**src/rtl/dccs_pkg.sv**
```systemverilog
// Package for the depthwise causal convolution block with SiLU.
// Holds opcodes, register indexes, shared types and the sigmoid table.
// No dependencies.
`default_nettype none

package dccs_pkg;

    localparam int CHANNELS_DEF = 256;
    localparam int MAX_TAPS_DEF = 4;

    localparam logic [1:0] OP_DATA    = 2'd0;
    localparam logic [1:0] OP_PRELOAD = 2'd1;
    localparam logic [1:0] OP_WEIGHT  = 2'd2;
    localparam logic [1:0] OP_BIAS    = 2'd3;

    localparam logic [7:0] REG_TAPS = 8'd0;
    localparam logic [7:0] REG_ACT  = 8'd1;
    localparam logic [7:0] REG_BIAS = 8'd2;

    typedef struct packed {
        logic [1:0]         opcode;
        logic [7:0]         channel;
        logic [1:0]         tap;
        logic signed [15:0] value;
    } cmd_t;

    typedef struct packed {
        logic [2:0] taps_in_use;
        logic       activation_on;
        logic       bias_on;
    } cfg_t;

    typedef logic [15:0] sig_table_t [256];

    // Restoring long division, used only while the table is elaborated.
    function automatic longint unsigned long_div(longint unsigned num,
                                                 longint unsigned den);
        longint unsigned q;
        longint unsigned rem;
        int              b;
        q   = '0;
        rem = '0;
        for (b = 63; b >= 0; b--)
        begin
            rem = (rem << 1) | ((num >> b) & 64'd1);
            if (rem >= den)
            begin
                rem = rem - den;
                q   = q | (64'd1 << b);
            end
        end
        return q;
    endfunction

    // Sigmoid at bin midpoints (2i-255)/32, Q0.16, from a fixed e^-1/16 step.
    function automatic sig_table_t build_sigmoid();
        sig_table_t      t;
        longint unsigned r;
        longint unsigned r2;
        longint unsigned p;
        longint unsigned den;
        longint unsigned sig;
        int              i;
        r  = 64'd4162825044;
        r2 = (r * r + 64'h8000_0000) >> 32;
        p  = r;
        for (i = 128; i < 256; i++)
        begin
            den = (64'd1 << 32) + p;
            sig = long_div((64'd1 << 48) + (den >> 1), den);
            t[i] = sig[15:0];
            t[255 - i] = 16'(32'd65536 - sig[31:0]);
            p = (p * r2 + 64'h8000_0000) >> 32;
        end
        return t;
    endfunction

    localparam sig_table_t SIG_TABLE = build_sigmoid();

endpackage

`default_nettype wire

```
**src/rtl/dccs_front.sv**
```systemverilog
// Front end: accepts items, drops those for absent channels or taps,
// and holds the rest in a two-entry queue. Depends on dccs_pkg.
`default_nettype none

module dccs_front #(
    parameter int CHANNELS = 256,
    parameter int MAX_TAPS = 4
) (
    input  wire logic           clk,
    input  wire logic           rst_n,
    input  wire logic           in_valid,
    output logic                in_ready,
    input  wire logic [1:0]     opcode,
    input  wire logic [7:0]     channel,
    input  wire logic [1:0]     tap,
    input  wire logic [15:0]    value,
    input  wire logic           clearing,
    output logic                q_valid,
    input  wire logic           q_ready,
    output dccs_pkg::cmd_t      q_cmd
);
    import dccs_pkg::*;

    cmd_t       ent_reg [2];
    logic       wr_ptr_reg, wr_ptr_next;
    logic       rd_ptr_reg, rd_ptr_next;
    logic [1:0] cnt_reg, cnt_next;
    logic       keep;
    logic       push;
    logic       pop;

    assign keep = (int'(channel) < CHANNELS) &&
                  !((opcode == OP_WEIGHT) && (int'(tap) >= MAX_TAPS));
    assign in_ready = !clearing && (cnt_reg != 2'd2);
    assign push     = in_valid && in_ready && keep;
    assign q_valid  = (cnt_reg != 2'd0);
    assign pop      = q_valid && q_ready;
    assign q_cmd    = ent_reg[rd_ptr_reg];

    always_comb
    begin
        wr_ptr_next = push ? !wr_ptr_reg : wr_ptr_reg;
        rd_ptr_next = pop ? !rd_ptr_reg : rd_ptr_reg;
        cnt_next    = cnt_reg + 2'(push) - 2'(pop);
    end

    always_ff @(posedge clk or negedge rst_n)
    begin
        if (!rst_n)
        begin
            wr_ptr_reg <= 1'b0;
            rd_ptr_reg <= 1'b0;
            cnt_reg    <= 2'd0;
        end
        else
        begin
            wr_ptr_reg <= wr_ptr_next;
            rd_ptr_reg <= rd_ptr_next;
            cnt_reg    <= cnt_next;
        end
    end

    always_ff @(posedge clk)
    begin
        if (push)
        begin
            ent_reg[wr_ptr_reg] <= '{opcode: opcode, channel: channel, tap: tap,
                                     value: value};
        end
    end

endmodule

`default_nettype wire

```
**config.mk**
```make
export PLATFORM = sky130hd
export DESIGN_NAME = dccs_front
export DESIGN_NICKNAME = d
export VERILOG_FILES = /design/src/rtl/dccs_pkg.sv /design/src/rtl/dccs_front.sv
export SDC_FILE = /design/constraint.sdc
export NUM_CORES = 1
export LEC_CHECK = 0
export BUFFER_PORTS_ARGS = -buffer_cell sky130_fd_sc_hd__buf_4
export CORE_MARGIN = 10
export CORE_UTILIZATION = 50
export CTS_CLUSTER_DIAMETER = 120
export CTS_CLUSTER_SIZE = 12
export DETAILED_ROUTE_END_ITERATION = 12
export GPL_ROUTABILITY_DRIVEN = 0
export HOLD_SLACK_MARGIN = 0.15
export PLACE_DENSITY = 0.77
export SYNTH_ARGS = -nofsm -noshare
export SYNTH_HDL_FRONTEND = slang
export SYNTH_SLANG_ARGS = --single-unit
```
**constraint.sdc**
```tcl
create_clock -name clk -period 6 [get_ports clk]
set_clock_uncertainty 0.15 [all_clocks]
set_input_delay 1.2 -clock clk [delete_from_list [all_inputs] [get_ports clk]]
set_output_delay 1.2 -clock clk [all_outputs]
set_load 0.02 [all_outputs]
```
==> impl_metrics.json, run 1 <==
{
  "status": "finished clean",
  "grt_pass1_wl_mm": 6.168,
  "cap_viol_max_count": 0,
  "placed_cells": 221,
  "ctsHoldBuffers": 0,
  "dr.pass1.iters": 4,
  "largest_reg_flops": 56,
  "ys_warn_count": 0,
  "cts_tree": "yes",
  "die_h_um": 87.43,
  "yosys.area.top_type_share_pct": 73.97,
  "crit_start": "rd_ptr_reg",
  "cp.required_ns": 4.65,
  "start_kind": "flip-flop",
  "ys_types": 15,
  "place_ws_ns": 3.076,
  "holdCritPathClass": "reg2reg",
  "synth-seq-cells": 60,
  "finalHoldViolCount": 0,
  "layout_min_cycle_time_ns": 3.112,
  "dieArea_sq_um": 7644,
  "coreArea_sq_um": 4384,
  "syn_area_sq_um": 2273,
  "synth-seq-area-share_pct": 78.37,
  "grt-ovfl-total": 0,
  "htreeDepth": 3,
  "rsz0062_at_grt": "no",
  "port_buffers": 62,
  "fin_cells": 237,
  "syn_area_per_cell_sq_um": 21.25,
  "antenna_found_initial": 0,
  "die-width_um": 87.43,
  "p_leak_uw": 0.001180,
  "vias": 1156,
  "routed_wl_mm": 4.119,
  "ios": 63,
  "fillerInstances": 304,
  "post-cts-setup-buffers": 0,
  "cts-resized-gates": 0,
  "worstSkewPairLatency_ns": 0.32,
  "worstReg2RegEnd": "cnt_reg[1]",
  "fmax_ghz": 0.3213,
  "start_util_pct": 51.86,
  "grt_pass1_vias": 1258,
  "synth_top_cell_by_area": "edfxtp_1",
  "reg2reg_depth": 7,
  "clock_sinks": 60,
  "tightestPinTransition_ns": 0.3902,
  "power_density_nw_per_um2": 450.3,
  "setup_ws_ns": 2.888,
  "clk_path_buf_depth": 2,
  "timing.rr.start": "cnt_reg[0]",
  "cts-root-buf": "clkbuf_8",
  "diodes": 0,
  "synth_area_leaders": "edfxtp_1, mux2_2, mux2_4",
  "vias_per_cell": 4.878,
  "antenna_left": 0,
  "fin_nets": 215,
  "syn_nets": 142,
  "r2r_slack_ns": 4.14,
  "drcViolationCount": 0,
  "cts_buffers": 9,
  "drive_above_1_share_pct": 59.46,
  "setup.worst_path.class": "reg2out",
  "period_share_pct": 51.86,
  "rows": 24,
  "grt_max_degree": 29,
  "clk_pin_slew_ns": 0.06,
  "syn_to_final_growth_pct": 31.43,
  "synth_cells": 107,
  "tns_ns": 0,
  "dpl.hpwl_mm": 2.890,
  "ir_drop_v": 0.0002740,
  "drtIter0Drc": 91,
  "maxSlewHeadroom_pct": 73.99,
  "setup_violations": 0,
  "grt.total_usage_pct": 10.84,
  "crit_end": "q_cmd[25]",
  "crit_fanout": 26,
  "slew_viol_final": 0,
  "crit_arrival_ns": 1.76,
  "wl_per_cell_um": 17.38,
  "end_kind": "output port"
}
kinds of logic after synthesis:
group | Yosys count | synth area share (%)
compound gates | 2 | 0.6053
simple gates | 4 | 0.9910
buf+inv | 7 | 1.871
xor+xnor | 4 | 1.541
flops | 60 | 78.37
mux | 28 | 15.52
fa+ha+maj | 2 | 1.101
metal layers:
| metal | GRT usage (%) | vias to the layer above | routed length (um) |
|---|---|---|---|
| li1 | - | 555 | - |
| met1 | 12.46 | 546 | 1771 |
| met2 | 16.07 | 46 | 1922 |
| met3 | 4.775 | 9 | 336 |
| met4 | 6.957 | 0 | 89 |
| met5 | 0 | - | 0 |
cell type report:
| class | instances | area [sq um] | area share, % |
|---|---|---|---|
| flip-flops and latches | 60 | 1782 | 59.63 |
| repair buffers | 65 | 488.0 | 16.33 |
| multi-input cells | 40 | 454.2 | 15.20 |
| clock buffers | 11 | 131.4 | 4.397 |
| well taps | 52 | 65.06 | 2.178 |
| clock inverters | 5 | 52.55 | 1.759 |
| inverters | 4 | 15.01 | 0.5025 |
Yosys cell counts (all sizes together):
library cell	instances
a211o	1
a21oi	1
and2	1
buf	3
dfrtp	4
edfxtp	56
ha	2
inv	4
mux2	28
nor2	2
or2	1
xnor2	3
xor2	1
worst max-delay path: stages, from the launching register on:
cell,delay (ns)
dfrtp_1,0.46
buf_4,0.40
mux2_2,0.39
buf_4,0.16
where the power goes:
group	switching (uW)	internal [uW]
registers	26.9	527
clock network	144	190
logic	233	225
per-stage QoR:
| step | hold slack, ns | util [%] | instance area [sq um] | total power, uW |
|---|---|---|---|---|
| 2_1_floorplan | 0.3181 | - | 2273 | 865.7 |
| 3_3_place_gp | 0.3488 | 63.96 | 2804 | 1017 |
| 3_5_place_dp | 0.3660 | 63.96 | 2804 | 1030 |
| 4_1_cts | 0.3780 | 68.15 | 2988 | 1366 |
| 5_1_grt | 0.3962 | 68.15 | 2988 | 1414 |
| 6_report | 0.3719 | 68.15 | 2988 | 1345 |
worst min-delay path by stage:
| stage | start | endpoint | slack [ns] | depth (start not counted) |
|---|---|---|---|---|
| 2_1_floorplan | wr_ptr_reg | wr_ptr_reg | 0.32 | 1 |
| 3_3_place_gp | wr_ptr_reg | wr_ptr_reg | 0.35 | 1 |
| 3_5_place_dp | cnt_reg[1] | cnt_reg[1] | 0.37 | 1 |
| 4_1_cts | wr_ptr_reg | wr_ptr_reg | 0.38 | 1 |
| 5_1_grt | cnt_reg[1] | cnt_reg[1] | 0.40 | 1 |
| 6_report | wr_ptr_reg | wr_ptr_reg | 0.37 | 1 |
cells in the final DEF, fill, tap and decap left out, drive strengths merged:
cell / n
buf: 65
edfxtp: 56
mux2: 28
clkbuf: 11
inv: 4
dfrtp: 4
xnor2: 3
clkinv: 3
nor2: 2
ha: 2
a21oi: 1
a211o: 1
or2: 1
and2: 1
xor2: 1
clkinvlp: 1
bufinv: 1
Power figures use the tool's default switching activity.
==> run 2, diff against run 1 <==
--- a/config.mk
+++ b/config.mk
@@ -7,13 +7,13 @@
 export LEC_CHECK = 0
 export BUFFER_PORTS_ARGS = -buffer_cell sky130_fd_sc_hd__buf_4
 export CORE_MARGIN = 10
-export CORE_UTILIZATION = 50
+export CORE_UTILIZATION = 46
 export CTS_CLUSTER_DIAMETER = 120
 export CTS_CLUSTER_SIZE = 12
 export DETAILED_ROUTE_END_ITERATION = 12
 export GPL_ROUTABILITY_DRIVEN = 0
 export HOLD_SLACK_MARGIN = 0.15
-export PLACE_DENSITY = 0.77
+export PLACE_DENSITY = 0.74
 export SYNTH_ARGS = -nofsm -noshare
 export SYNTH_HDL_FRONTEND = slang
 export SYNTH_SLANG_ARGS = --single-unit
==> constraint.sdc (replaced) <==
create_clock -name clk -period 2.86 [get_ports clk]
set_clock_uncertainty 0.15 [all_clocks]
set_input_delay 0.572 -clock clk [delete_from_list [all_inputs] [get_ports clk]]
set_output_delay 0.572 -clock clk [all_outputs]
set_load 0.02 [all_outputs]
==> impl_metrics.json, run 2 (synthesis gave the netlist of run 1 again) <==
{
  "holdCritPathClass": "in2reg",
  "end_kind": "output port",
  "diodes": 0,
  "cap_viol_max_count": 0,
  "grt.total_usage_pct": 11.27,
  "antenna_left": 0,
  "start_util_pct": 47.82,
  "power_density_nw_per_um2": 964.6,
  "crit_arrival_ns": 1.66,
  "rows": 25,
  "cts-root-buf": "clkbuf_8",
  "whs_ns": 0.2658,
  "setup.worst_path.class": "reg2out",
  "fillerInstances": 346,
  "dieArea_sq_um": 8154,
  "drcViolationCount": 0,
  "tns_ns": 0,
  "seqPwrFrac_pct": 39.5,
  "clk_path_buf_depth": 2,
  "period_share_pct": 83.23,
  "p_sw_share_pct": 29.48,
  "regArea_sq_um": 1782,
  "worstSkewPairLatency_ns": 0.33,
  "grt_pass1_wl_mm": 6.982,
  "dpl.hpwl_mm": 3.236,
  "die-width_um": 90.30,
  "cts_tree": "yes",
  "antenna_found_initial": 0,
  "coreArea_sq_um": 4755,
  "multi_input_area_sq_um": 454.2,
  "die_h_um": 90.30,
  "switchingPower_uw": 872.1,
  "drtIter0Drc": 61,
  "grt_pass1_vias": 1374,
  "p_leak_uw": 0.001214,
  "slew_viol_final": 0,
  "largest_reg_flops": 56,
  "post-cts-setup-buffers": 0,
  "ir_drop_v": 0.0006873,
  "dr.pass1.iters": 4,
  "drive_above_1_share_pct": 59.57,
  "htreeDepth": 3,
  "ctsHoldBuffers": 1,
  "slowest_stage": "dfrtp_1",
  "crit_fanout": 23,
  "routed_wl_mm": 4.409,
  "syn_to_final_growth_pct": 34.89,
  "clkPwrFrac_pct": 26.8,
  "clk_pin_slew_ns": 0.07,
  "cts-resized-gates": 0,
  "vias": 1187,
  "setup_ws_ns": 0.4797,
  "placed_cells": 238,
  "maxSlewHeadroom_pct": 76.98,
  "clock_sinks": 60,
  "cp.required_ns": 2.14,
  "setup_violations": 0,
  "combPwrFrac_pct": 33.7,
  "worstPathCellList": "buf_12 -> mux2_2 -> buf_4",
  "fmax_ghz": 0.4201,
  "port_buffers": 62,
  "place_ws_ns": 0.7456,
  "status": "finished clean",
  "final_util_pct": 64.50,
  "rsz0062_at_grt": "no",
  "final_cell_mix": "buf_4, edfxtp_1, mux2_2",
  "grt_max_degree": 24,
  "finalHoldViolCount": 0,
  "cts_buffers": 9,
  "wl_per_cell_um": 17.29,
  "vias_per_cell": 4.655,
  "start_kind": "flip-flop",
  "cpPeakStageDelay_ns": 0.54,
  "ios": 63,
  "fin_nets": 218,
  "final_common_cell": "buf_4",
  "layout_min_cycle_time_ns": 2.380,
  "intPower_uw": 2086,
  "grt-ovfl-total": 0,
  "tightestPinTransition_ns": 0.3454,
  "fin_cells": 255
}
-- run 2: cell count changes in the layout (fill, tap and decap cells not counted), sizes merged --
| cell | change |
|---|---|
| bufinv | +1 |
| clkbuf | -1 |
| dlygate4sd3 | +1 |
| clkinvlp | -1 |
| buf | +2 |
| clkinv | +1 |
-- run 2: through the flow --
step / instance area [sq um] / total power [uW]
CTS: 3067 / 2991
global route: 3067 / 3099
global placement: 2850 / 2169
finish: 3067 / 2958
detailed placement: 2850 / 2199
floorplan: 2273 / 1816
-- run 2: critical path: cells and delay by family, from the launching register on --
kind                   cells  cell delay (ns)
flip-flops                 1             0.54
buffers and inverters      2             0.40
multiplexers               1             0.37
-- run 2: final timing paths --
path | cells past startpoint | from | end | slack, ns
max in group asynchronous | 2 | rst_n | cnt_reg[1] | 2.04
hold reg to reg | 1 | cnt_reg[1] | cnt_reg[1] | 0.38
setup / recovery | 3 | rd_ptr_reg | q_cmd[5] | 0.48
min in group asynchronous | 2 | rst_n | wr_ptr_reg | 0.42
setup reg to reg | 7 | cnt_reg[0] | cnt_reg[1] | 0.97
hold / removal | 1 | tap[1] | ent_reg[0][17] | 0.27
-- run 2: final cells by class --
cell class | count | share of cell area [%]
repair buffers | 68 | 17.14
clock inverters | 6 | 2.570
well taps | 67 | 2.734
flip-flops and latches | 60 | 58.10
inverters | 4 | 0.4896
clock buffers | 10 | 4.162
multi-input cells | 40 | 14.81
-- run 2: layer usage --
metal	routed length, um	GRT usage, %	up-vias
li1	-	-	564
met1	1938	12.26	559
met2	2057	17.80	56
met3	321	4.489	8
met4	92	7.560	0
met5	0	0	-
-- run 2: power by group through the flow --
| stage | Combinational [uW] | Clock, uW | Sequential [uW] |
|---|---|---|---|
| floorplan | 657 | 0 | 1160 |
| global placement | 991 | 0 | 1180 |
| detailed placement | 1010 | 0 | 1190 |
| CTS | 1020 | 803 | 1170 |
| global route | 1070 | 845 | 1180 |
| finish | 997 | 791 | 1170 |
